$ cat config.mk
export PLATFORM = sky130hd
export DESIGN_NAME = pstm_cmp
export DESIGN_NICKNAME = d
export VERILOG_FILES = /design/src/hw/rtl/pstm_pkg.sv /design/src/hw/rtl/pstm_cmp.sv
export SDC_FILE = /design/constraint.sdc
export NUM_CORES = 1
export LEC_CHECK = 0
export BUFFER_PORTS_ARGS = -buffer_cell sky130_fd_sc_hd__buf_2
export CORE_AREA = 5 5 47 65
export DETAILED_ROUTE_END_ITERATION = 7
export DIE_AREA = 0 0 52 70
export PLACE_DENSITY_LB_ADDON = 0.15
export SYNTH_ARGS = -nofsm -noshare
export SYNTH_HDL_FRONTEND = slang
export SYNTH_SLANG_ARGS = --single-unit
$ cat constraint.sdc
create_clock -name vclk -period 2.9
set_clock_uncertainty 0.2 [all_clocks]
set_input_delay 0.29 -clock vclk [all_inputs]
set_output_delay 0.29 -clock vclk [all_outputs]
set_load 0.1 [all_outputs]
$ cat src/hw/rtl/pstm_pkg.sv
// Package for the patience sort tournament merge block: payload structs and
// default sizes. No dependencies.
`default_nettype none
package pstm_pkg;
	localparam int DefMaxItems = 64;
	localparam int DefKeyBits  = 32;

	typedef struct packed {
		logic [31:0] key;
		logic        last_item;
	} pstm_in_t;

	typedef struct packed {
		logic [5:0]  sorted_index;
		logic [31:0] sorted_key;
		logic        final_result;
	} pstm_out_t;
endpackage
`default_nettype wire

$ cat src/hw/rtl/pstm_cmp.sv
// Shared key comparator of the sort block: a < b, signed or unsigned.
// Depends on pstm_pkg.
`default_nettype none
module pstm_cmp
	import pstm_pkg::*;
#(
	parameter int KEY_BITS = DefKeyBits
) (
	input  wire logic [KEY_BITS-1:0] a,
	input  wire logic [KEY_BITS-1:0] b,
	input  wire logic                key_signed,
	output logic                     less
);
	logic [KEY_BITS-1:0] sb;
	always_comb begin
		sb = '0;
		sb[KEY_BITS-1] = key_signed;
		less = (a ^ sb) < (b ^ sb);
	end
endmodule
`default_nettype wire
Word level (Yosys, flattened, before mapping)

Cells that the tools add are included.

Bits of input ports: 65
Bits in registers: 0

Bitwise logic cells: 2
Order comparisons: 1

Operators with widths:

| cell             | count |
|---|---|
| $xor A32 B32 Y32 | 2 |
| $lt A32 B32 Y1   | 1 |

Longest topological paths before layout

Gate-level depths: netlist of the first run.

Word-level depth: 2
Depth in mapped cells: 7
Gate-level depth less buffers: 7

Worst setup path after synthesis of the first run

OpenSTA, ideal clock, no wires.

Path type: in2out
Start: input key_signed
End: output less
Required time: 2.410 ns
Slack: -0.342 ns
Arrival: 2.752 ns
Stages on the path: 6
Path through: xor2_1 -> ha_1 -> and4_1 -> a221oi_1 -> o21ai_0 -> a21oi_1

Cells in the longest elaborated chain, start to end: 2

RTL lines:

| item               | RTL line       | RTL |
|---|---|---|
| start: declaration | pstm_cmp.sv:11 | `input wire logic key_signed,` |
| $xor A32 B32 Y32   | pstm_cmp.sv:18 | `less = (a ^ sb) < (b ^ sb);` |
| $lt A32 B32 Y1 (*) | pstm_cmp.sv:18 |  |
| end: declaration   | pstm_cmp.sv:12 | `output logic less` |

Every way passes the cells marked *; elsewhere a longest branch is shown, timed or not.

Worst setup path in the final report of the first run

Start: input a[19]
End: output less

Cells in the longest elaborated chain, start to end: 2

RTL lines:

| item               | RTL line       | RTL |
|---|---|---|
| start: declaration | pstm_cmp.sv:9  | `input wire logic [KEY_BITS-1:0] a,` |
| $xor A32 B32 Y32   | pstm_cmp.sv:18 |  |
| $lt A32 B32 Y1     | pstm_cmp.sv:18 |  |

Every way passes these cells.

==> impl_metrics.env, run 1 <==
export IMPL_outcome="completed"
export IMPL_wl_per_cell_um=10.1
export IMPL_mostFrequentLayoutCells="buf_2 (66), inv_1 (31), ha_1 (31)"
export IMPL_cpPeakStageDelay_ns=0.43
export IMPL_syn_nets=208
export IMPL_synthDistinctLibCells=19
export IMPL_num_rows=21
export IMPL_critPathKind="in2out"
export IMPL_timing_final_crit_share=0.862
export IMPL_antenna_cells=0
export IMPL_cts_setup_buffers=0
export IMPL_tns_ns=0
export IMPL_hold_depth=6
export IMPL_detail_route_antenna_nets=0
export IMPL_final_setup_worst_slack_ns=0.399
export IMPL_setup_violations=0
export IMPL_grt_remaining_overflow=0
export IMPL_multi_input_area_um2=682
export IMPL_track_usage=0.114
export IMPL_fillers=249
export IMPL_drt_drc_violations_left=0
export IMPL_post_route_cells_drive_above_1_share=0.382
export IMPL_syn2layout_area_growth_pct=47.4
export IMPL_rsz0062_at_grt="false"
export IMPL_vias=975
export IMPL_arrival_ns=2.01
export IMPL_min_from="a[15]"
export IMPL_max_freq_mhz=400
export IMPL_cap_violations=0
export IMPL_core_area_um2=2390
export IMPL_synth_seq_area_share=0
export IMPL_n_clock_buffer=0
export IMPL_holdBufCountCts=0
export IMPL_power_density_nw_per_um2=141
export IMPL_ctsResizeCount=0
export IMPL_fp_dieArea_um2=3640
export IMPL_final_cells=212
export IMPL_gp_congestion=0.696
export IMPL_grt_pass1_vias=1014
export IMPL_hold_class="in2out"
export IMPL_crit_buf_inv=2
export IMPL_dpl_hpwl_um=2100
export IMPL_vias_per_cell=4.60
export IMPL_cp_max_fo=3
export IMPL_placedCellCount=212
export IMPL_slew_viol_final=0
export IMPL_crit_required_ns=2.41
export IMPL_num_io_pins=66
export IMPL_cp_slowest_cell="buf_2"
export IMPL_start_util=0.332
export IMPL_wl_um=2140
export IMPL_worst_pin_slew_ns=0.486
export IMPL_ir_drop_uv=80.6
export IMPL_portBuffers=66
export IMPL_seq_cell_count=0
export IMPL_yosysWarnings=0
export IMPL_antenna_found_initial=0
export IMPL_final_nets=276
export IMPL_dpl_worst_slack_ns=0.385
export IMPL_start_kind="input pin"
export IMPL_postSynthCellCount=112
export IMPL_drtPass1Iterations=3
export IMPL_crit_family="compound AO/OA/AOI/OAI gates"
export IMPL_p_leak_uw=0.000767
export IMPL_grt_pass1_wl_um=3510
export IMPL_avgSynthCellArea_um2=7.09
export IMPL_holdPathEnd="less"
export IMPL_grt_start_max_net_pins=4
export IMPL_final_common_cell="buf_2"
export IMPL_die_h_um=70
export IMPL_end_kind="primary output"
export IMPL_fin_crit_ns=2.50
export IMPL_hold_viol=0
export IMPL_die_w_um=52
export IMPL_first_iter_violations=4
export IMPL_syn_area_um2=795
export IMPL_seqCellArea_um2=0
export IMPL_relSlewSlack=0.678
export IMPL_worstPathCellList="buf_2 > ha_1 > a21oi_1 > o21ai_0 > a221oi_1 > o21ai_0 > a21oi_2 > buf_2"
-- worst max path at each step --
stage                from    to  slack (ns)  depth (start not counted)
4_1_cts        key_signed  less        0.38                          8
2_1_floorplan  key_signed  less        0.26                          6
6_report            a[19]  less        0.40                          8
3_5_place_dp   key_signed  less        0.38                          8
3_3_place_gp   key_signed  less        0.43                          8
5_1_grt        key_signed  less        0.33                          8
-- cells in the mapped netlist, types with 2 or more instances --
cell type	count	area (um2)
nand3_1	2	10.0
o21ai_0	5	25.0
ha_1	31	388
a221oi_1	2	17.5
o21a_1	2	15.0
nand4_1	2	12.5
and4_1	3	26.3
inv_1	31	116
a21o_1	2	15.0
nand2_1	10	37.5
a21oi_1	12	60.1
nor2_1	3	11.3
-- cell type report --
cell class / instances / share of cell area
inverter: 31 / 0.0994
multi-input combinational: 81 / 0.582
tap: 34 / 0.0363
timing repair buffer: 66 / 0.282
-- metal layers --
layer,track usage,part of all wire
met4,0,0
met3,0.0128,0.10
met1,0.107,0.35
met2,0.252,0.55
met5,0,0
-- logic make-up after synthesis --
family                   share of synthesized area
adder cells (fa/ha/maj)                      0.488
buffers and inverters                        0.146
AND/OR/NAND/NOR                              0.139
XOR/XNOR                                    0.0221
AO/OA/AOI/OAI                                0.205
-- power by group --
group	total (uW)	switching [uW]	internal (uW)
registers	0	0	0
logic	165	85.5	79.6
clock network	0	0	0
-- metrics by stage --
stage / util / cell area (um2) / power [uW] / hold slack (ns)
2_1_floorplan: - / 798 / 101 / 0.874
3_3_place_gp: 0.490 / 1170 / 161 / 1.04
3_5_place_dp: 0.490 / 1170 / 168 / 1.03
4_1_cts: 0.490 / 1170 / 169 / 1.03
5_1_grt: 0.490 / 1170 / 191 / 1.07
6_report: 0.490 / 1170 / 165 / 1.03
Power figures use the tool's default switching activity.
==> run 2, diff against run 1 <==
BUFFER_PORTS_ARGS = default   (was -buffer_cell sky130_fd_sc_hd__buf_2)
DONT_BUFFER_PORTS = 1   (was default)
==> run 2 against run 1 <==
Effect of this change:
- final cell count fell by 31%
- combinational power shrank 26%
- final area shrank 28%
- wire length down 16%
- critical path depth down 1
- sequential share of layout area stayed put
- critical endpoint unchanged
- highest routed layer unchanged
- non-clock buffer count down 65
- count of clock-buffer cells in the layout unchanged
- first-iteration DRC count rose to 2.8 times the previous value
- fmax grew 8.0%
- die area unchanged
==> impl_metrics.env, run 2 (synthesis gave the netlist of run 1 again) <==
export IMPL_num_io_pins=66
export IMPL_worst_pin_slew_ns=0.293
export IMPL_crit_required_ns=2.41
export IMPL_grt_start_max_net_pins=4
export IMPL_max_freq_mhz=432
export IMPL_vias=729
export IMPL_vias_per_cell=4.96
export IMPL_wl_per_cell_um=12.2
export IMPL_core_area_um2=2390
export IMPL_p_leak_uw=0.000512
export IMPL_cap_violations=0
export IMPL_end_kind="primary output"
export IMPL_antenna_found_initial=0
export IMPL_critPathLaunch="b[14]"
export IMPL_power_density_nw_per_um2=144
export IMPL_hold_viol=0
export IMPL_wl_um=1800
export IMPL_grt_remaining_overflow=0
export IMPL_critPathKind="in2out"
export IMPL_cts_setup_buffers=0
export IMPL_portBuffers=0
export IMPL_seqCellArea_um2=0
export IMPL_final_cells=147
export IMPL_hold_class="in2out"
export IMPL_gp_congestion=0.703
export IMPL_track_usage=0.0847
export IMPL_syn2layout_area_growth_pct=6.77
export IMPL_placed_cell_area_um2=848
export IMPL_num_rows=21
export IMPL_antenna_cells=0
export IMPL_placedCellCount=147
export IMPL_final_setup_worst_slack_ns=0.585
export IMPL_mostFrequentLayoutCells="inv_1 (31), ha_1 (31), a21oi_1 (11)"
export IMPL_rsz0062_at_grt="false"
export IMPL_drtPass1Iterations=4
export IMPL_start_util=0.332
export IMPL_die_w_um=52
export IMPL_design_area_um2=848
export IMPL_ctsResizeCount=0
export IMPL_min_from="a[15]"
export IMPL_holdBufCountCts=0
export IMPL_arrival_ns=1.83
export IMPL_seq_cell_count=0
export IMPL_start_kind="input pin"
export IMPL_fin_crit_ns=2.32
export IMPL_die_h_um=70
export IMPL_detail_route_antenna_nets=0
export IMPL_dpl_hpwl_um=1790
export IMPL_ir_drop_uv=53.7
export IMPL_slew_viol_final=0
export IMPL_first_iter_violations=11
export IMPL_dpl_worst_slack_ns=0.592
export IMPL_tns_ns=0
export IMPL_final_nets=211
export IMPL_holdWs_ns=0.878
export IMPL_setup_violations=0
export IMPL_relSlewSlack=0.805
export IMPL_drt_drc_violations_left=0
export IMPL_fp_dieArea_um2=3640
export IMPL_grt_pass1_vias=711
export IMPL_n_clock_buffer=0
export IMPL_cp_max_fo=3
export IMPL_grt_pass1_wl_um=2600
export IMPL_post_route_cells_drive_above_1_share=0.0265
export IMPL_timing_final_crit_share=0.798
export IMPL_fillers=275
export IMPL_outcome="completed"
run 2: changes by cell type in the layout (fill, tap and decap cells not counted), sizes merged:
cell  delta
buf     -65
run 2: layer usage:
metal  part of all wire  GRT usage  vias up
met5                  0          0        -
met4                  0          0        0
met3              0.090     0.0106        0
met2               0.52      0.180       38
met1               0.39     0.0852      302
li1                   -          -      389
run 2: metrics by stage:
step | power [uW] | util
2_1_floorplan | 101 | -
3_3_place_gp | 122 | 0.355
3_5_place_dp | 125 | 0.355
4_1_cts | 126 | 0.355
5_1_grt | 143 | 0.355
6_report | 122 | 0.355
run 2: critical path, stage by stage:
cell and delay (ns):
inv_1 0.02, ha_1 0.30, nand4_1 0.15, or4_1 0.57, o211ai_2 0.19, a21oi_2 0.06
buf_4 0.23
run 2: worst paths after layout:
path,to,slack [ns],cells after the start
max,less,0.58,7
min,less,0.88,5
run 2: layout make-up:
cell class / instances / area, um2 / area share
tap: 34 / 42.5 / 0.0501
timing repair buffer: 1 / 7.51 / 0.00885
multi-input combinational: 81 / 682 / 0.804
inverter: 31 / 116 / 0.137
run 2: where the power goes:
group / switching (uW) / leakage [uW] / internal (uW)
clock network: 0 / 0 / 0
logic: 71.3 / 0.000512 / 51.1
registers: 0 / 0 / 0
